$ cat src/sv/rbsi_pkg.sv
// ----------------------------------------------------------------------------
// rbsi_pkg
// Shared widths, types and stage controls of the ray/box slab test pipeline.
// ----------------------------------------------------------------------------
`default_nettype none

package rbsi_pkg;

    localparam int NUM_AXES   = 3;
    localparam int Q_W        = 32;
    localparam int HALF_W     = 31;
    localparam int OFF_W      = 34;
    localparam int FRAC_BITS  = 16;
    localparam int ENTRY_W    = 31;
    localparam int NUM_STAGES = 6;

    localparam int S_FIELDS_W = 3 * Q_W + 3 * HALF_W + 3 * Q_W + 3 * Q_W;
    localparam int S_TDATA_W  = ((S_FIELDS_W + 7) / 8) * 8;
    localparam int M_FIELDS_W = 1 + ENTRY_W;
    localparam int M_TDATA_W  = ((M_FIELDS_W + 7) / 8) * 8;

    localparam int PP_HI_W = (OFF_W - FRAC_BITS) + Q_W;
    localparam int PP_LO_W = (FRAC_BITS + 1) + Q_W;

    typedef logic signed [Q_W-1:0]    q_t;
    typedef logic        [HALF_W-1:0] half_t;
    typedef logic signed [OFF_W-1:0]  off_t;

    typedef struct packed {
        logic en_pp;
        logic en_sum;
    } mul_ctl_t;

    typedef struct packed {
        logic en_slab;
        logic en_final;
    } red_ctl_t;

endpackage

`default_nettype wire

$ cat src/sv/rbsi_mul.sv
// ----------------------------------------------------------------------------
// rbsi_mul
// Two-stage Q16.16 multiply: split partial products, then floor and saturate.
// ----------------------------------------------------------------------------
`default_nettype none

module rbsi_mul (
    input  wire                  aclk,
    input  rbsi_pkg::mul_ctl_t   ctl,
    input  rbsi_pkg::off_t       a,
    input  rbsi_pkg::q_t         b,
    output rbsi_pkg::q_t         p
);
    import rbsi_pkg::*;

    localparam int SUM_W = PP_HI_W;

    logic signed [OFF_W-FRAC_BITS-1:0] a_hi;
    logic signed [FRAC_BITS:0]         a_lo;
    logic signed [PP_HI_W-1:0]         pp_hi_reg;
    logic signed [PP_LO_W-1:0]         pp_lo_reg;
    logic signed [PP_LO_W-1:0]         lo_shift;
    logic signed [SUM_W-1:0]           sum;
    logic                              sat_pos;
    logic                              sat_neg;
    q_t                                p_reg;
    q_t                                p_next;

    assign a_hi = a[OFF_W-1:FRAC_BITS];
    assign a_lo = {1'b0, a[FRAC_BITS-1:0]};

    always_ff @(posedge aclk) begin
        if (ctl.en_pp) begin
            pp_hi_reg <= a_hi * b;
            pp_lo_reg <= a_lo * b;
        end
    end

    // floor of the exact product over 2^16: arithmetic shift of the low part
    assign lo_shift = pp_lo_reg >>> FRAC_BITS;
    assign sum      = pp_hi_reg + SUM_W'(lo_shift);
    assign sat_pos  = !sum[SUM_W-1] && (|sum[SUM_W-2:Q_W-1]);
    assign sat_neg  = sum[SUM_W-1] && !(&sum[SUM_W-2:Q_W-1]);

    always_comb begin
        if (sat_pos) begin
            p_next = {1'b0, {(Q_W-1){1'b1}}};
        end else if (sat_neg) begin
            p_next = {1'b1, {(Q_W-1){1'b0}}};
        end else begin
            p_next = sum[Q_W-1:0];
        end
    end

    always_ff @(posedge aclk) begin
        if (ctl.en_sum) begin
            p_reg <= p_next;
        end
    end

    assign p = p_reg;

endmodule

`default_nettype wire

$ cat config.mk
export PLATFORM = sky130hd
export DESIGN_NAME = rbsi_mul
export DESIGN_NICKNAME = d
export VERILOG_FILES = /design/src/sv/rbsi_pkg.sv /design/src/sv/rbsi_mul.sv
export SDC_FILE = /design/constraint.sdc
export NUM_CORES = 2
export LEC_CHECK = 0
export BUFFER_PORTS_ARGS = -buffer_cell sky130_fd_sc_hd__buf_4
export CORE_MARGIN = 4
export CORE_UTILIZATION = 50
export DETAILED_ROUTE_END_ITERATION = 10
export PLACE_DENSITY_LB_ADDON = 0.12
export SLEW_MARGIN = 20
export SYNTH_ARGS = -nofsm -noshare
export SYNTH_HDL_FRONTEND = slang
export SYNTH_SLANG_ARGS = --single-unit
export TNS_END_PERCENT = 10
$ cat constraint.sdc
create_clock -name aclk -period 7.5 [get_ports aclk]
set_input_delay 1.125 -clock aclk [delete_from_list [all_inputs] [get_ports aclk]]
set_output_delay 1.125 -clock aclk [all_outputs]
set_load 0.1 [all_outputs]
==> flow_summary.yaml <==
worst_hold_path:
  worstHoldStart: "pp_lo_reg[16]$_DFFE_PP_"
  min_path_type: "reg2reg"
  whs_path_depth: 3
  min_to: "p[0]$_SDFFCE_PP1P_"
global_routing:
  grt_pass1_vias: 35200
  grt_pass1_wl_um: 190000
  track_usage: 0.260
  grt-ovfl-total: 0
  antenna_found_initial: 6
  grt_max_degree: 54
routing:
  vias: 32100
  wl_per_cell_um: 18.3
  antenna_left: 0
  drt_iter0_drc: 1641
  drc_errors: 0
  viasPerCell: 5.15
  drt_wl_total_um: 114000
  firstDrtPassIters: 5
cells_and_area:
  final_cell_mix: "inv_1 (1229), fa_1 (1039), nand2_1 (708)"
  fin_cells: 6230
  drive_gt1_frac: 0.102
  syn2layout_area_growth_pct: 11.1
  final_common_cell: "inv_1"
  nNetsFinal: 6453
  largest_reg_flops: 50
  design_area_um2: 48700
timing:
  slew_headroom: 0.494
  hold-worst-slack_ps: 727
  finalHoldViolCount: 0
  fin_crit_ps: 7300
  finClkSkew_ps: 17.1
  worst_slew_pin_slew_ps: 756
  max_freq_ghz: 0.137
  final.period_utilization: 0.973
  tns_ps: 0
  setup_viol: 0
  maxSlewViolCount: 0
worst_setup_path:
  worstReg2RegEnd: "p[13]$_SDFFCE_PP1P_"
  crit_path_start_kind: "input port"
  crit_slowest_cell: "fa_1"
  crit_type: "in2reg"
  path_common_cell: "fa_1"
  r2r_slack_ps: 2520
  worstPathRequired_ps: 7710
  worstSetupEndpointType: "flip-flop"
  worst_r2r_path_depth: 14
  r2r_start: "pp_hi_reg[0]$_DFFE_PP_"
  worst-path-max-fanout: 13
  worst-path-buf-inv: 7
  worstPathArrival_ps: 7510
  critical_path.max_stage_delay_ps: 550
  path_delay_family: "adder cells"
cts:
  clk_pin_slew_ps: 70
  post-cts-setup-buffers: 0
  htreeDepth: 4
  cts_buffer_depth: 2
  cts_sinks: 115
  clk_latency_ps: 470
  cts_tree: "done"
  holdBufCountCts: 0
  cts_made_buffers: 17
  root_buffer: "clkbuf_16"
floorplanning:
  die_height_um: 304
  dieArea_um2: 92500
  initial_core_util: 0.505
  io_pins: 101
  coreArea_um2: 86900
  die_w_um: 304
  rows: 108
synthesis:
  ys_seq_elements: 115
  synth_edf_count: 115
  yosys.cell_types.count: 75
  yosys_warnings: 0
  syn-num-nets: 6210
  synth-main-ff-cell: "edfxtp_1"
  ys_seq_area_frac: 0.0788
  synthArstFlopShare: 0
  syn_area_per_cell_um2: 9.11
  syn_inst: 4815
  syn_area_um2: 43800
placed_design:
  placed_area_um2: 48000
  placed_cells: 6194
  globalplace.congestion: 0.891
  port_buffers: 100
  dp_hpwl_um: 98800
run:
  drv_cap: 0
outcome:
  status: "completed"
[worst min-delay path: cells and delay by family, from the launching register on]
family | cells | cell delay [ps]
AO/OA/AOI/OAI | 1 | 120
flip-flops | 1 | 340
buffers and inverters | 1 | 40
adder cells (fa/ha/maj) | 1 | 120
[cell usage after synthesis, types with 4 or more instances]
master	n	area share
nor2b_1	23	0.0033
a21oi_1	105	0.012
and2_1	415	0.059
nand4_1	24	0.0034
nand3_1	27	0.0031
a221oi_1	6	0.0012
o31a_1	4	0.00080
and3_1	18	0.0026
edfxtp_1	115	0.079
o211ai_1	10	0.0017
a31oi_1	15	0.0021
nor4_1	5	0.00071
a211oi_1	13	0.0022
o21bai_1	16	0.0027
ha_1	285	0.081
nor2_1	91	0.0078
inv_1	1229	0.11
o31ai_1	6	0.0010
or2_2	4	0.00057
nor3_1	24	0.0027
xor2_1	39	0.0078
a21o_1	57	0.0098
nand2b_1	22	0.0031
and4_1	9	0.0018
o21ai_0	59	0.0067
a211o_1	6	0.0012
clkbuf_1	216	0.018
fa_1	1041	0.48
o21ba_2	4	0.00091
o21a_1	20	0.0034
a41oi_1	4	0.00080
o21ai_1	29	0.0033
nand2_1	708	0.061
or3_1	12	0.0017
xnor2_1	87	0.017
o21ai_2	6	0.0012
[cells by family (layout without fill, tap and decap cells)]
kind of cell | after synthesis | after routing | synth area share
xor+xnor | 126 | 126 | 0.0252
compound gates | 402 | 402 | 0.0614
other cells | 0 | 4 | 0
fa+ha+maj | 1326 | 1326 | 0.557
flops | 115 | 115 | 0.0788
simple gates | 1392 | 1392 | 0.153
mux | 3 | 3 | 0.000685
buf+inv | 1451 | 1707 | 0.125
[repair_timing]
action                                  in CTS  in global routing
gates resized for setup                      1                 21
endpoints found under the setup margin       1                 21
pin swaps                                    0                  4
[per-stage QoR]
step | utilization | setup slack [ps]
floorplan | - | 122
global placement | 0.553 | -414
detailed placement | 0.553 | -490
CTS | 0.559 | 60.3
global route | 0.560 | -11.0
finish | 0.560 | 201
[metal layers]
layer,track usage,vias to the layer above,part of all wire
li1,-,14700,-
met1,0.343,16600,0.43
met2,0.459,726,0.50
met3,0.0353,135,0.047
met4,0.0602,6,0.025
met5,0,-,0.00035
[worst max path at each step]
stage                     startpoint                       to  slack [ps]  cells after the start
after detailed placement        a[2]  pp_lo_reg[47]$_DFFE_PP_        -490                     25
after global placement          a[2]  pp_lo_reg[47]$_DFFE_PP_        -410                     25
final                           b[7]  pp_hi_reg[49]$_DFFE_PP_         200                     26
after CTS                       b[7]  pp_hi_reg[49]$_DFFE_PP_          60                     26
after global routing            a[8]  pp_lo_reg[47]$_DFFE_PP_         -10                     28
after floorplan                 b[7]  pp_hi_reg[49]$_DFFE_PP_         120                     25
[final cells by class]
type	count	area, µm²
Clock buffer	17	425
Fill cell	8051	38200
Timing Repair Buffer	445	3600
Clock inverter	15	144
Inverter	1230	4620
Multi-Input combinational cell	3249	35000
Antenna cell	4	10.0
Sequential cell	115	3450
Tap cell	1155	1450
Power is not shown: default switching activity piles up to over one toggle a cycle in this logic, so the estimate is an artifact.
