<file path="config.mk">
export PLATFORM = sky130hd
export DESIGN_NAME = rbsi_reduce
export DESIGN_NICKNAME = d
export VERILOG_FILES = /design/src/sv/rbsi_pkg.sv /design/src/sv/rbsi_reduce.sv
export SDC_FILE = /design/constraint.sdc
export NUM_CORES = 1
export LEC_CHECK = 0
export ABC_AREA = 1
export BUFFER_PORTS_ARGS = -buffer_cell sky130_fd_sc_hd__buf_2
export CAP_MARGIN = 20
export CORE_UTILIZATION = 54
export DETAILED_ROUTE_END_ITERATION = 10
export PLACE_DENSITY = 0.84
export SYNTH_ARGS = -nofsm -noshare
export SYNTH_HDL_FRONTEND = slang
export SYNTH_SLANG_ARGS = --single-unit
</file>
<file path="constraint.sdc">
create_clock -name aclk -period 5.6 [get_ports aclk]
set_clock_uncertainty 0.2 [all_clocks]
set_input_delay 0.56 -clock aclk [delete_from_list [all_inputs] [get_ports aclk]]
set_output_delay 0.56 -clock aclk [all_outputs]
set_load 0.01 [all_outputs]
</file>
<file path="src/sv/rbsi_pkg.sv">
// ----------------------------------------------------------------------------
// rbsi_pkg
// Shared widths, types and stage controls of the ray/box slab test pipeline.
// ----------------------------------------------------------------------------
`default_nettype none

package rbsi_pkg;

    localparam int NUM_AXES   = 3;
    localparam int Q_W        = 32;
    localparam int HALF_W     = 31;
    localparam int OFF_W      = 34;
    localparam int FRAC_BITS  = 16;
    localparam int ENTRY_W    = 31;
    localparam int NUM_STAGES = 6;

    localparam int S_FIELDS_W = 3 * Q_W + 3 * HALF_W + 3 * Q_W + 3 * Q_W;
    localparam int S_TDATA_W  = ((S_FIELDS_W + 7) / 8) * 8;
    localparam int M_FIELDS_W = 1 + ENTRY_W;
    localparam int M_TDATA_W  = ((M_FIELDS_W + 7) / 8) * 8;

    localparam int PP_HI_W = (OFF_W - FRAC_BITS) + Q_W;
    localparam int PP_LO_W = (FRAC_BITS + 1) + Q_W;

    typedef logic signed [Q_W-1:0]    q_t;
    typedef logic        [HALF_W-1:0] half_t;
    typedef logic signed [OFF_W-1:0]  off_t;

    typedef struct packed {
        logic en_pp;
        logic en_sum;
    } mul_ctl_t;

    typedef struct packed {
        logic en_slab;
        logic en_final;
    } red_ctl_t;

endpackage

`default_nettype wire

</file>
<file path="src/sv/rbsi_reduce.sv">
// ----------------------------------------------------------------------------
// rbsi_reduce
// Per-axis slab ordering, then near/far reduction, entry clamp and hit flag.
// ----------------------------------------------------------------------------
`default_nettype none

module rbsi_reduce (
    input  wire                        aclk,
    input  rbsi_pkg::red_ctl_t         ctl,
    input  rbsi_pkg::q_t               d_lo [rbsi_pkg::NUM_AXES],
    input  rbsi_pkg::q_t               d_hi [rbsi_pkg::NUM_AXES],
    output logic                       hit,
    output logic [rbsi_pkg::ENTRY_W-1:0] entry_distance
);
    import rbsi_pkg::*;

    q_t                 s_min_reg [NUM_AXES];
    q_t                 s_max_reg [NUM_AXES];
    q_t                 near_d;
    q_t                 far_d;
    q_t                 entry;
    logic               hit_reg;
    logic [ENTRY_W-1:0] entry_reg;

    always_ff @(posedge aclk) begin
        if (ctl.en_slab) begin
            for (int i = 0; i < NUM_AXES; i++) begin
                if (d_lo[i] < d_hi[i]) begin
                    s_min_reg[i] <= d_lo[i];
                    s_max_reg[i] <= d_hi[i];
                end else begin
                    s_min_reg[i] <= d_hi[i];
                    s_max_reg[i] <= d_lo[i];
                end
            end
        end
    end

    always_comb begin
        near_d = s_min_reg[0];
        far_d  = s_max_reg[0];
        for (int i = 1; i < NUM_AXES; i++) begin
            if (s_min_reg[i] > near_d) begin
                near_d = s_min_reg[i];
            end
            if (s_max_reg[i] < far_d) begin
                far_d = s_max_reg[i];
            end
        end
        entry = (near_d > 0) ? near_d : '0;
    end

    always_ff @(posedge aclk) begin
        if (ctl.en_final) begin
            hit_reg   <= (far_d >= entry);
            entry_reg <= entry[ENTRY_W-1:0];
        end
    end

    assign hit            = hit_reg;
    assign entry_distance = entry_reg;

endmodule

`default_nettype wire

</file>
==> tab_implementation.tex <==
\begin{tabular}{lr}
\hline
Metric & Value \\
\hline
\multicolumn{2}{l}{\textbf{Clocking}} \\
\quad Clock transition at the register clock pins on the worst setup and hold paths after CTS & 0.06 ns \\
\quad Clock sink count & $\sim$220 \\
\quad CTS hold repair buffers & 0 \\
\quad H-tree Lvls & 1 \\
\quad Library cell used as clock root buffer & clkbuf\_16 \\
\quad TritonCTS buffer count & 24 \\
\quad Maximum number of buffers from clock root to sink & 3 \\
\quad Clock latency on the worst-skew pair & around 0.56 ns \\
\quad Clock tree from TritonCTS & built \\
\multicolumn{2}{l}{\textbf{Logic synthesis}} \\
\quad Multiplexer share of the synthesized area & 0 \\
\quad Library cell with the highest instance count after synthesis & nand2\_1 \\
\quad Post-synthesis area per instance & between 8 and 9 µm² \\
\quad Post-Synthesis Cell Area & 17100 µm² \\
\quad Yosys warns & 0 \\
\quad Top cells by area in the synthesized netlist & edfxtp\_1, ha\_1, nand2\_1, inv\_1, o21ai\_0 \\
\quad Fraction of synthesized cell area in xor and xnor cells & 0.000511 \\
\quad Async set-or-reset flop fraction in the synthesized netlist & 0 \\
\quad Most frequent cells after synthesis & nand2\_1, inv\_1, ha\_1 \\
\quad Post-Syn Instances & 2094 \\
\quad Simple-Gate Fraction of Synth Area & 0.207 \\
\quad Count of state elements after synthesis & 224 \\
\quad Most used flip-flop cell after synthesis & edfxtp\_1 \\
\quad Number of nets produced by synthesis & 2540 \\
\quad Post-synth cell types & between 40 and 50 \\
\quad Largest family of logic cells by synthesized area & simple AND/OR/NAND/NOR gates \\
\quad Number of enable-type register cells in the synthesized netlist & $\sim$220 \\
\quad Cell type contributing the most total cell area after synthesis & edfxtp\_1 \\
\quad Portion of synthesized cell area occupied by the leading cell type & 0.392 \\
\quad Adder-Cell Fraction of Synth Area & 0.183 \\
\quad Compound-Gate Fraction of Synth Area & 0.136 \\
\quad Sequential share of the synthesized area & 0.392 \\
\multicolumn{2}{l}{\textbf{Die}} \\
\quad Horiz. Die Dim & about 180 µm \\
\quad IO Pins & roughly 230 \\
\quad Area of the die & between 30000 and 40000 µm² \\
\quad Die height & between 150 and 200 µm \\
\quad Number of core rows & 64 \\
\quad Floorplan core area & just over 30000 µm² \\
\quad Initial standard-cell utilization of the core & 0.555 \\
\multicolumn{2}{l}{\textbf{Route}} \\
\quad Post-DR wirelength/cell & 18.4 µm \\
\quad DRT antenna net count & 0 \\
\quad Total via count in the routed design & 16900 \\
\quad \# DRC & 0 \\
\quad Drt via density & 5.70 \\
\quad Initial DRT Pass Iterations & 5 \\
\quad Routed Wire Length & between 50 and 60 mm \\
\quad DRT iter0 DRCs & $\sim$2000 \\
\multicolumn{2}{l}{\textbf{Global route}} \\
\quad Antenna violations before repair & 0 \\
\quad Number of global-route vias before repair & roughly 16000 \\
\quad First-pass GRT wire length & approximately 80 mm \\
\quad Total Routing Usage GR & 0.307 \\
\quad Total grt overflow & 0 \\
\quad Largest net degree at the start of global routing & around 130 \\
\multicolumn{2}{l}{\textbf{Pwr}} \\
\quad Sequential share of power & 0.242 \\
\quad Clock share of power & 0.171 \\
\quad Fraction of power spent switching nets & 0.404 \\
\quad Share of total power in combinational logic & 0.587 \\
\quad Net switching power figure & about 4.0 mW \\
\quad Internal power & about 5.8 mW \\
\quad Peak supply drop & approximately 0.30 mV \\
\quad Power density cells & approximately 430 nW/µm² \\
\quad Leakage Power & roughly 11 nW \\
\multicolumn{2}{l}{\textbf{Final layout}} \\
\quad Layout cells sized above 1 & 0.268 \\
\quad Number of nets at the end of the flow & 3004 \\
\quad Layout Area Growth over Synthesis & 32.3\% \\
\quad Number of non-filler instances in the completed layout & 2970 \\
\quad Total inserted antenna cells & 0 \\
\multicolumn{2}{l}{\textbf{Critical path}} \\
\quad Kind of start point of the critical path & register \\
\quad Maximum cell stage delay along the critical path & 0.41 ns \\
\quad Worst Path Arrival & $\sim$7.0 ns \\
\quad Library cell contributing the largest single delay on the critical path & edfxtp\_1 \\
\quad CP max FO & 12 \\
\quad Worst path required time & around 5.7 ns \\
\quad Category of the critical setup timing path & register to register \\
\quad CP endpoint kind & register \\
\quad Most used cell, CP & nand2\_1 \\
\multicolumn{2}{l}{\textbf{Run status}} \\
\quad Violated checks & negative setup slack \\
\quad Outcome & finished with violations \\
\multicolumn{2}{l}{\textbf{STA}} \\
\quad Final period demand of the worst path & $\sim$6.9 ns \\
\quad Fmax & 144 MHz \\
\quad Hold\_ws & $\sim$0.10 ns \\
\quad Final Max Slew Viols & 0 \\
\quad Final period util & 1.24 \\
\quad Worst-case headroom to the max-slew limit & 0.414 \\
\quad Final hold violation count & 0 \\
\quad RSZ-0062 raised after global routing & true \\
\quad Setup-violating endpoint count in the final report & 32 \\
\quad Measured slew at the worst slew-check pin & roughly 0.9 ns \\
\quad Slack of the critical path & -1.34 ns \\
\multicolumn{2}{l}{\textbf{Place}} \\
\quad DP Wirelength & 40.0 mm \\
\quad Number of placed instances with taps included & 2883 \\
\quad Routability cong. & just under 1 \\
\quad Port bufs & 226 \\
\multicolumn{2}{l}{\textbf{Flow run}} \\
\quad Max\_cap viols & 0 \\
\multicolumn{2}{l}{\textbf{Hold path}} \\
\quad Hold crit path type & input port to register \\
\hline
\end{tabular}
[kinds of logic after synthesis]
logic type,after synthesis
AOI/OAI and AO/OA,445
xor gates and xnor gates,1
and+or+nand+nor,809
other,1
adders and majority gates,251
buffers and inverters,363
DFF,224
[per-layer routing]
layer / up-vias / track usage / wire length (µm)
met5: - / 0 / 0
met4: 0 / 0.0882 / 1860
met3: 114 / 0.0370 / 4410
met2: 827 / 0.501 / 25400
met1: 7875 / 0.431 / 22800
li1: 8115 / - / -
[per-stage QoR]
step | total power [mW] | setup TNS, ns | util | instance area, µm² | setup slack [ns]
floorplan | 4.98 | 0 | - | 17200 | 0.000958
global placement | 6.82 | -3.75 | 0.663 | 20500 | -1.09
detailed placement | 6.97 | -8.22 | 0.663 | 20500 | -1.26
CTS | 8.81 | -0.985 | 0.695 | 21500 | -0.985
global route | 10.4 | -16.93 | 0.734 | 22700 | -1.71
finish | 9.79 | -7.59 | 0.734 | 22700 | -1.34
[power groups by stage]
stage                     logic (mW)  registers, mW  clock network (mW)
final                           5.75           2.37                1.67
after global routing            6.26           2.39                1.74
after CTS                       4.77           2.35                1.69
after detailed placement        4.58           2.38                   0
after global placement          4.45           2.37                   0
after floorplan                 2.60           2.38                   0
[final cells by class]
type / count / area [µm²]
Clock buffer: 28 / 616
Clock inverter: 14 / 198
Fill cell: 2191 / 8220
Inverter: 276 / 1040
Multi-Input combinational cell: 1508 / 9780
Sequential cell: 224 / 6730
Tap cell: 396 / 495
Timing Repair Buffer: 524 / 3830
[critical path: cells and delay by family, from the launching register on]
| kind | cells | cell delay, ns |
|---|---|---|
| AND/OR/NAND/NOR | 23 | 2.93 |
| flip-flops | 1 | 0.41 |
| buffers and inverters | 8 | 1.07 |
| AO/OA/AOI/OAI | 7 | 1.06 |
| XOR/XNOR | 1 | 0.12 |
| adder cells (fa/ha/maj) | 3 | 0.83 |
[cell usage in the layout (no fill, tap or decap), types with 6 or more instances in the layout]
cell / synthesis / layout
o21ai_2: 0 / 25
a21oi_2: 0 / 10
ha_4: 0 / 16
nand3b_1: 32 / 32
buf_12: 0 / 15
nor2_1: 140 / 128
o21ai_1: 34 / 6
edfxtp_1: 224 / 224
nand3_2: 2 / 13
buf_2: 9 / 225
clkbuf_16: 0 / 35
a21oi_1: 187 / 177
and2_1: 29 / 24
nand4_1: 19 / 19
nand2_2: 3 / 14
nor2_2: 0 / 11
ha_1: 251 / 235
nor3_1: 15 / 10
inv_1: 275 / 272
a211oi_1: 10 / 9
buf_4: 1 / 259
o211ai_1: 7 / 7
nand3_1: 153 / 133
nand2_1: 406 / 389
buf_6: 3 / 10
nand3_4: 0 / 10
o21ai_0: 190 / 188
[repair_timing]
| item | in CTS | in global routing |
|---|---|---|
| buffers inserted | 2 | 26 |
| cloned | 1 | 16 |
| endpoints found under the setup margin | 32 | 32 |
| pin swaps | 2 | 44 |
| gates resized for setup | 32 | 139 |
[final timing paths]
check / slack [ns] / depth (start not counted) / to / from
max: -1.34 / 42 / hit / s_min_reg[0][26]
min: 0.10 / 3 / s_max_reg[0][9] / d_hi[73]
max reg2reg: -1.34 / 42 / hit / s_min_reg[0][26]
min reg2reg: 0.63 / 3 / entry_distance[22] / s_min_reg[2][22]
Note: power is estimated with default switching activity, not from simulation.
