## src/sv/rbsi_pkg.sv

```systemverilog
// ----------------------------------------------------------------------------
// rbsi_pkg
// Shared widths, types and stage controls of the ray/box slab test pipeline.
// ----------------------------------------------------------------------------
`default_nettype none

package rbsi_pkg;

    localparam int NUM_AXES   = 3;
    localparam int Q_W        = 32;
    localparam int HALF_W     = 31;
    localparam int OFF_W      = 34;
    localparam int FRAC_BITS  = 16;
    localparam int ENTRY_W    = 31;
    localparam int NUM_STAGES = 6;

    localparam int S_FIELDS_W = 3 * Q_W + 3 * HALF_W + 3 * Q_W + 3 * Q_W;
    localparam int S_TDATA_W  = ((S_FIELDS_W + 7) / 8) * 8;
    localparam int M_FIELDS_W = 1 + ENTRY_W;
    localparam int M_TDATA_W  = ((M_FIELDS_W + 7) / 8) * 8;

    localparam int PP_HI_W = (OFF_W - FRAC_BITS) + Q_W;
    localparam int PP_LO_W = (FRAC_BITS + 1) + Q_W;

    typedef logic signed [Q_W-1:0]    q_t;
    typedef logic        [HALF_W-1:0] half_t;
    typedef logic signed [OFF_W-1:0]  off_t;

    typedef struct packed {
        logic en_pp;
        logic en_sum;
    } mul_ctl_t;

    typedef struct packed {
        logic en_slab;
        logic en_final;
    } red_ctl_t;

endpackage

`default_nettype wire

```

## src/sv/rbsi_offset.sv

```systemverilog
// ----------------------------------------------------------------------------
// rbsi_offset
// Slab offset stage: forms center - origin -/+ half per axis, exactly.
// ----------------------------------------------------------------------------
`default_nettype none

module rbsi_offset (
    input  wire                  aclk,
    input  wire                  en,
    input  rbsi_pkg::q_t         center  [rbsi_pkg::NUM_AXES],
    input  rbsi_pkg::half_t      half    [rbsi_pkg::NUM_AXES],
    input  rbsi_pkg::q_t         origin  [rbsi_pkg::NUM_AXES],
    input  rbsi_pkg::q_t         inv_dir [rbsi_pkg::NUM_AXES],
    output rbsi_pkg::off_t       off_lo  [rbsi_pkg::NUM_AXES],
    output rbsi_pkg::off_t       off_hi  [rbsi_pkg::NUM_AXES],
    output rbsi_pkg::q_t         inv_out [rbsi_pkg::NUM_AXES]
);
    import rbsi_pkg::*;

    off_t off_lo_reg [NUM_AXES];
    off_t off_hi_reg [NUM_AXES];
    q_t   inv_reg    [NUM_AXES];
    off_t diff       [NUM_AXES];
    off_t half_ext   [NUM_AXES];

    always_comb begin
        for (int i = 0; i < NUM_AXES; i++) begin
            diff[i]     = OFF_W'(center[i]) - OFF_W'(origin[i]);
            half_ext[i] = off_t'({{(OFF_W - HALF_W){1'b0}}, half[i]});
        end
    end

    always_ff @(posedge aclk) begin
        if (en) begin
            for (int i = 0; i < NUM_AXES; i++) begin
                off_lo_reg[i] <= diff[i] - half_ext[i];
                off_hi_reg[i] <= diff[i] + half_ext[i];
                inv_reg[i]    <= inv_dir[i];
            end
        end
    end

    assign off_lo  = off_lo_reg;
    assign off_hi  = off_hi_reg;
    assign inv_out = inv_reg;

endmodule

`default_nettype wire

```

## config.mk

```make
export PLATFORM = sky130hd
export DESIGN_NAME = rbsi_offset
export DESIGN_NICKNAME = d
export VERILOG_FILES = /design/src/sv/rbsi_pkg.sv /design/src/sv/rbsi_offset.sv
export SDC_FILE = /design/constraint.sdc
export NUM_CORES = 1
export LEC_CHECK = 0
export BUFFER_PORTS_ARGS = -buffer_cell sky130_fd_sc_hd__buf_2
export CORE_AREA = 2 2 268 270
export CTS_CLUSTER_DIAMETER = 40
export DETAILED_ROUTE_END_ITERATION = 10
export DIE_AREA = 0 0 270 272
export GPL_ROUTABILITY_DRIVEN = 0
export GPL_TIMING_DRIVEN = 1
export HOLD_SLACK_MARGIN = 0.1
export PLACE_DENSITY = 0.54
export SETUP_SLACK_MARGIN = 0.02
export SKIP_CTS_REPAIR_TIMING = 1
export SYNTH_ARGS = -nofsm -noshare
export SYNTH_HDL_FRONTEND = slang
export SYNTH_SLANG_ARGS = --single-unit
```

## constraint.sdc

```tcl
create_clock -name aclk -period 14.4 [get_ports aclk]
set_clock_uncertainty 0.1 [all_clocks]
set_input_delay 2.16 -clock aclk [delete_from_list [all_inputs] [get_ports aclk]]
set_output_delay 2.16 -clock aclk [all_outputs]
set_load 0.02 [all_outputs]
```

==> impl_metrics.ini, run 1 <==
[logic_synthesis]
syn_inst = 2457
ys_ff_latch = 297
synth_common_cells = 313 x inv_1, 297 x edfxtp_1, 282 x ha_1
synth_flop_cell = edfxtp_1
ys_types = 94
yosysTopAreaCellShare = 0.381
syn_nets = 3131
synth_edf_count = 297
yosysTopAreaCell = edfxtp_1
yosysWarningCount = 0
netlist_area_um2 = 23400
yosysMostFrequentCell = inv_1
async_reset_ff_frac = 0
ys_seq_area_frac = 0.381
synth_area_leaders = edfxtp_1 38%, ha_1 15%, xnor2_1 7.8%, a21oi_1 5.5%, inv_1 5.0%
syn_area_per_cell_um2 = 9.53

[sta]
rsz0062_at_grt = false
fmax_ghz = 0.144
slew_viol_final = 0
fin_crit_sh = 0.484
hold_viol_final = 0
finalCriticalPeriod_ns = 6.97
worst_slew_pin_slew_ns = 0.903
tns_ns = 0
maxSlewHeadroom = 0.398
finalSetupViolCount = 0

[grt]
overflow = 0
grt_pass1_wl_um = 113000
grt_max_degree = 67
grt_usage = 0.197
antenna_found_initial = 27
grt_pass1_vias = 20000

[setup_path]
cp-startpoint = center[64]
start_kind = input pin
path_class = in -> reg
endpoint_kind = flip-flop
crit_required_ns = 14.63
crit_end = off_hi[95]
max_stage_delay_ns = 0.48
cp_data_arrival_time_ns = 7.20
crit_top_cell = a21oi_1
crit_buf_inv = 2
cp_num_cells = 27
slowest_stage = a211oi_1
path_max_fanout = 6
critPathTopFamily = compound AO/OA/AOI/OAI gates

[pwr]
power.switching_mw = 1.82
intPower_mw = 2.86
switching_share = 0.388
power_density_nw_per_um2 = 157
ir_drop_v = 0.000102
p_seq_frac = 0.284
combPwrFrac = 0.423
clockPowerShare = 0.293
p_leak_nw = 13.8

[floorplanning]
die_y_um = 272
die_w_um = 270
start_util = 0.331
coreArea_um2 = 70800
dieArea_um2 = 73400
rows = 98
io_pins = 683

[cts]
cts-htree-levels = 2
clk_pin_slew_ns = 0.06
root_buffer = clkbuf_16
cts_tree = yes
cts_sinks = 297
clk_path_buf_depth = 3
numCtsBuffers = 60

[final_layout]
fill_cells = 7145
utilization = 0.421
fin_nets = 3817
largest_register_ff_count = 101
syn2layout_area_growth_pct = 27.3
final_layout_size_suffix_gt1_frac = 0.264

[routing]
vias = 20200
wirelength_um = 75100
drc = 0
wl_per_cell_um = 18.1
ant_nets = 0
drt-initial-drc-count = 1008
vias_per_cell = 4.86
drt-pass1-iter-count = 5

[worst_hold_path]
holdPathStages = 1
min_path_type = in -> reg

[placement]
dp_hpwl_um = 62800
port_buffers = 682

[job]
cap_violations = 0

[status]
status = completed
cells by family after synthesis:
group	synth area share
compound gates	0.188
xor+xnor	0.0939
fa+ha+maj	0.158
buf+inv	0.0636
flops	0.381
mux	0.00182
simple gates	0.114
per-stage QoR:
step,total power [mW],hold slack (ns),cell area (um2),std cells,setup WS [ns]
after detailed placement,3.32,2.24,27800,4031,6.87
after global routing,4.95,1.57,29800,4150,6.96
after global placement,3.33,2.24,27800,4031,6.94
final,4.67,1.61,29800,4151,7.43
after CTS,4.72,1.56,29800,4145,7.49
after floorplan,2.69,2.16,23400,2457,7.74
layout by cell type, fill, tap and decap left out, types with 12 or more instances in the layout:
cell	count
nand4_1	14
a21o_1	71
o21a_1	27
xnor2_1	208
and3_1	20
buf_2	681
xor2_1	43
nor3_1	42
clkinvlp_4	12
clkbuf_16	60
a31oi_1	16
ha_1	282
nand2_1	85
edfxtp_1	297
o31ai_1	12
nand3_1	40
or3_1	15
inv_1	313
o21ai_0	114
nand2b_1	35
o21ai_1	15
nor2_1	218
nor2b_1	36
o21bai_1	59
o211ai_1	12
a21oi_1	257
layout make-up:
cell class	count	area (um2)	area share
multi-input combinational	1781	13000	0.436
clock buffer	62	1510	0.0506
clock inverter	52	526	0.0176
tap	950	1190	0.0399
inverter	316	1190	0.0398
antenna	6	15.0	0.000504
timing repair buffer	687	3460	0.116
sequential	297	8920	0.299
power groups by stage:
stage / clock, mW / sequential (mW) / combinational, mW
2_1_floorplan: 0 / 1.61 / 1.08
3_3_place_gp: 0 / 1.34 / 1.98
3_5_place_dp: 0 / 1.34 / 1.98
4_1_cts: 1.40 / 1.33 / 1.99
5_1_grt: 1.44 / 1.35 / 2.17
6_report: 1.37 / 1.33 / 1.98
per-layer routing:
layer  global-route usage  share of wire  wire [um]  up-vias
met3               0.0504          0.066       4980      164
li1                     -              -          -    10100
met4               0.0652          0.028       2070       40
met1                0.240           0.42      31400     9324
met2                0.339           0.48      36400      605
met5                    0         0.0034        254        -
how the worst min path moves through the flow:
stage	slack [ns]	end	startpoint
2_1_floorplan	2.16	inv_out[0]	inv_dir[0]
3_3_place_gp	2.24	inv_out[73]	inv_dir[73]
3_5_place_dp	2.24	inv_out[35]	inv_dir[35]
4_1_cts	1.56	inv_out[61]	inv_dir[61]
5_1_grt	1.57	inv_out[41]	inv_dir[41]
6_report	1.61	inv_out[41]	inv_dir[41]
(Power assumes the default switching activity.)
==> run 2, diff against run 1 <==
--- a/config.mk
+++ b/config.mk
@@ -5,15 +5,16 @@
 export SDC_FILE = /design/constraint.sdc
 export NUM_CORES = 1
 export LEC_CHECK = 0
+export ABC_AREA = 1
 export BUFFER_PORTS_ARGS = -buffer_cell sky130_fd_sc_hd__buf_2
-export CORE_AREA = 2 2 268 270
+export CORE_MARGIN = 2
+export CORE_UTILIZATION = 40
 export CTS_CLUSTER_DIAMETER = 40
 export DETAILED_ROUTE_END_ITERATION = 10
-export DIE_AREA = 0 0 270 272
 export GPL_ROUTABILITY_DRIVEN = 0
 export GPL_TIMING_DRIVEN = 1
 export HOLD_SLACK_MARGIN = 0.1
-export PLACE_DENSITY = 0.54
+export PLACE_DENSITY = 0.62
 export SETUP_SLACK_MARGIN = 0.02
 export SKIP_CTS_REPAIR_TIMING = 1
 export SYNTH_ARGS = -nofsm -noshare
==> constraint.sdc (replaced) <==
create_clock -name aclk -period 6.7 [get_ports aclk]
set_clock_uncertainty 0.1 [all_clocks]
set_input_delay 1.005 -clock aclk [delete_from_list [all_inputs] [get_ports aclk]]
set_output_delay 1.005 -clock aclk [all_outputs]
set_load 0.02 [all_outputs]
==> impl_metrics.ini, run 2 <==
[status]
status = completed

[logic_synthesis]
syn_nets = 4249
synth_common_cells = 724 x nand2_1, 661 x inv_1, 348 x nor2_1
yosysTopAreaCell = edfxtp_1
yosysTopAreaCellShare = 0.328
syn_inst = 3575
ys_seq_area_frac = 0.328
synth_flop_cell = edfxtp_1
netlist_area_um2 = 27200
yosysMostFrequentCell = nand2_1
async_reset_ff_frac = 0
synth_area_leaders = edfxtp_1 33%, ha_1 13%, nand2_1 10%, inv_1 9.1%, xor2_1 6.2%
synth_edf_count = 297
ys_ff_latch = 297
yosysWarningCount = 0
syn_area_per_cell_um2 = 7.62
ys_types = 50

[sta]
hold_slack_ns = 0.470
finalWorstSetupSlack_ns = 2.16
finalSetupViolCount = 0
tns_ns = 0
fin_crit_sh = 0.677
slew_viol_final = 0
hold_viol_final = 0
worst_slew_pin_slew_ns = 0.952
finalCriticalPeriod_ns = 4.54
fmax_ghz = 0.220
maxSlewHeadroom = 0.366
rsz0062_at_grt = false

[worst_hold_path]
min_path_type = in -> reg
holdPathStages = 1
min_to = inv_out[28]
hp-start = inv_dir[28]

[final_layout]
final_layout_size_suffix_gt1_frac = 0.210
syn2layout_area_growth_pct = 22.3
final_area_um2 = 33300
fin_cells = 5177
final_cell_mix = 724 x nand2_1, 681 x buf_2, 661 x inv_1, 348 x nor2_1, 316 x a21oi_1
largest_register_ff_count = 101
layout_commonest_cell = nand2_1
fin_nets = 4925

[setup_path]
path_class = in -> reg
crit_required_ns = 7.01
start_kind = input pin
path_max_fanout = 8
endpoint_kind = flip-flop
cp_data_arrival_time_ns = 4.84

[placement]
placed_area_um2 = 31300
dp_slack_ns = 1.65
place_inst = 5065
port_buffers = 682
dp_hpwl_um = 81700

[routing]
vias_per_cell = 5.11
ant_nets = 0
drt-initial-drc-count = 2492
wl_per_cell_um = 18.5
drc = 0
vias = 26400
drt-pass1-iter-count = 6
wirelength_um = 96000

[floorplanning]
io_pins = 683
rows = 95
dieArea_um2 = 70200
start_util = 0.405
die_w_um = 265
coreArea_um2 = 67300
die_y_um = 265

[pwr]
combPwrFrac = 0.467
ir_drop_v = 0.000213
p_leak_nw = 17.0
power.switching_mw = 4.80
clockPowerShare = 0.266
intPower_mw = 6.15
switching_share = 0.438
power_density_nw_per_um2 = 329
p_seq_frac = 0.267

[cts]
root_buffer = clkbuf_16
cts_tree = yes
cts-htree-levels = 2
numCtsBuffers = 57
clk_path_buf_depth = 3
clk_pin_slew_ns = 0.06
cts_sinks = 297

[grt]
overflow = 0
grt_usage = 0.263
grt_max_degree = 104
antenna_found_initial = 10
grt_pass1_wl_um = 142000
grt_pass1_vias = 24900

[job]
cap_violations = 0
## run 2: cell count changes in the layout (fill, tap and decap cells not counted), moves of 59 or more
cell / change
nand3_1: +86
inv_1: +348
xnor2_1: -164
a21oi_1: +59
nand2_1: +639
xor2_1: +151
nor2_1: +130
## run 2: power by group through the flow
stage / combinational, mW / sequential [mW] / clock, mW
4_1_cts: 5.05 / 2.93 / 2.97
2_1_floorplan: 2.78 / 3.50 / 0
3_5_place_dp: 5.02 / 2.96 / 0
6_report: 5.11 / 2.92 / 2.91
5_1_grt: 5.56 / 2.96 / 3.05
3_3_place_gp: 5.01 / 2.96 / 0
## run 2: critical path, cell delays in order
cell and delay [ns]:
buf_2 0.09, inv_1 0.06, ha_1 0.24, fa_1 0.41
nand3b_1 0.17, nand2_1 0.20, nand2_1 0.08, nand2_1 0.13
nand2_1 0.09, nand2_2 0.12, xor2_1 0.28, ha_1 0.41
o21ai_0 0.36, inv_1 0.07, o21ai_0 0.12, inv_1 0.08
o21ai_0 0.39, a21oi_1 0.07, nand2_1 0.16, xor2_1 0.28
## run 2: cells by family (layout without fill, tap and decap cells)
kind of cell / after synthesis / in the layout / share of synthesized area
other: 0 / 4 / 0
flip-flops: 297 / 297 / 0.328
XOR/XNOR: 238 / 238 / 0.0766
adder cells (fa/ha/maj): 291 / 291 / 0.136
AO/OA/AOI/OAI: 659 / 659 / 0.142
AND/OR/NAND/NOR: 1345 / 1345 / 0.208
buffers and inverters: 745 / 1470 / 0.109
## run 2: cell type report
class	instances	area, um2
flip-flops and latches	297	8920
multi-input cells	2533	15300
fillers	6782	34000
repair buffers	685	3460
clock inverters	44	495
diodes	4	10.0
clock buffers	64	1450
well taps	873	1090
inverters	677	2540
## run 2: through the flow
stage	power, mW	util
after floorplan	6.28	-
final	10.9	0.495
after global routing	11.6	0.495
after detailed placement	7.97	0.466
after global placement	7.97	0.466
after CTS	10.9	0.495
## run 2: how the worst max path moves through the flow
stage	to	slack [ns]	from
floorplan	off_lo[100]	2.47	center[64]
finish	off_hi[89]	2.16	center[64]
global route	off_lo[100]	1.94	center[64]
CTS	off_lo[100]	2.29	center[64]
detailed placement	off_hi[89]	1.65	center[64]
global placement	off_hi[89]	1.62	center[64]
## run 2: routing by layer
metal / vias up / share of wire / global-route usage
met3: 148 / 0.088 / 0.0582
met5: - / 0.00057 / 0
met4: 8 / 0.029 / 0.0760
met2: 1115 / 0.46 / 0.444
met1: 12200 / 0.42 / 0.338
li1: 13000 / - / -
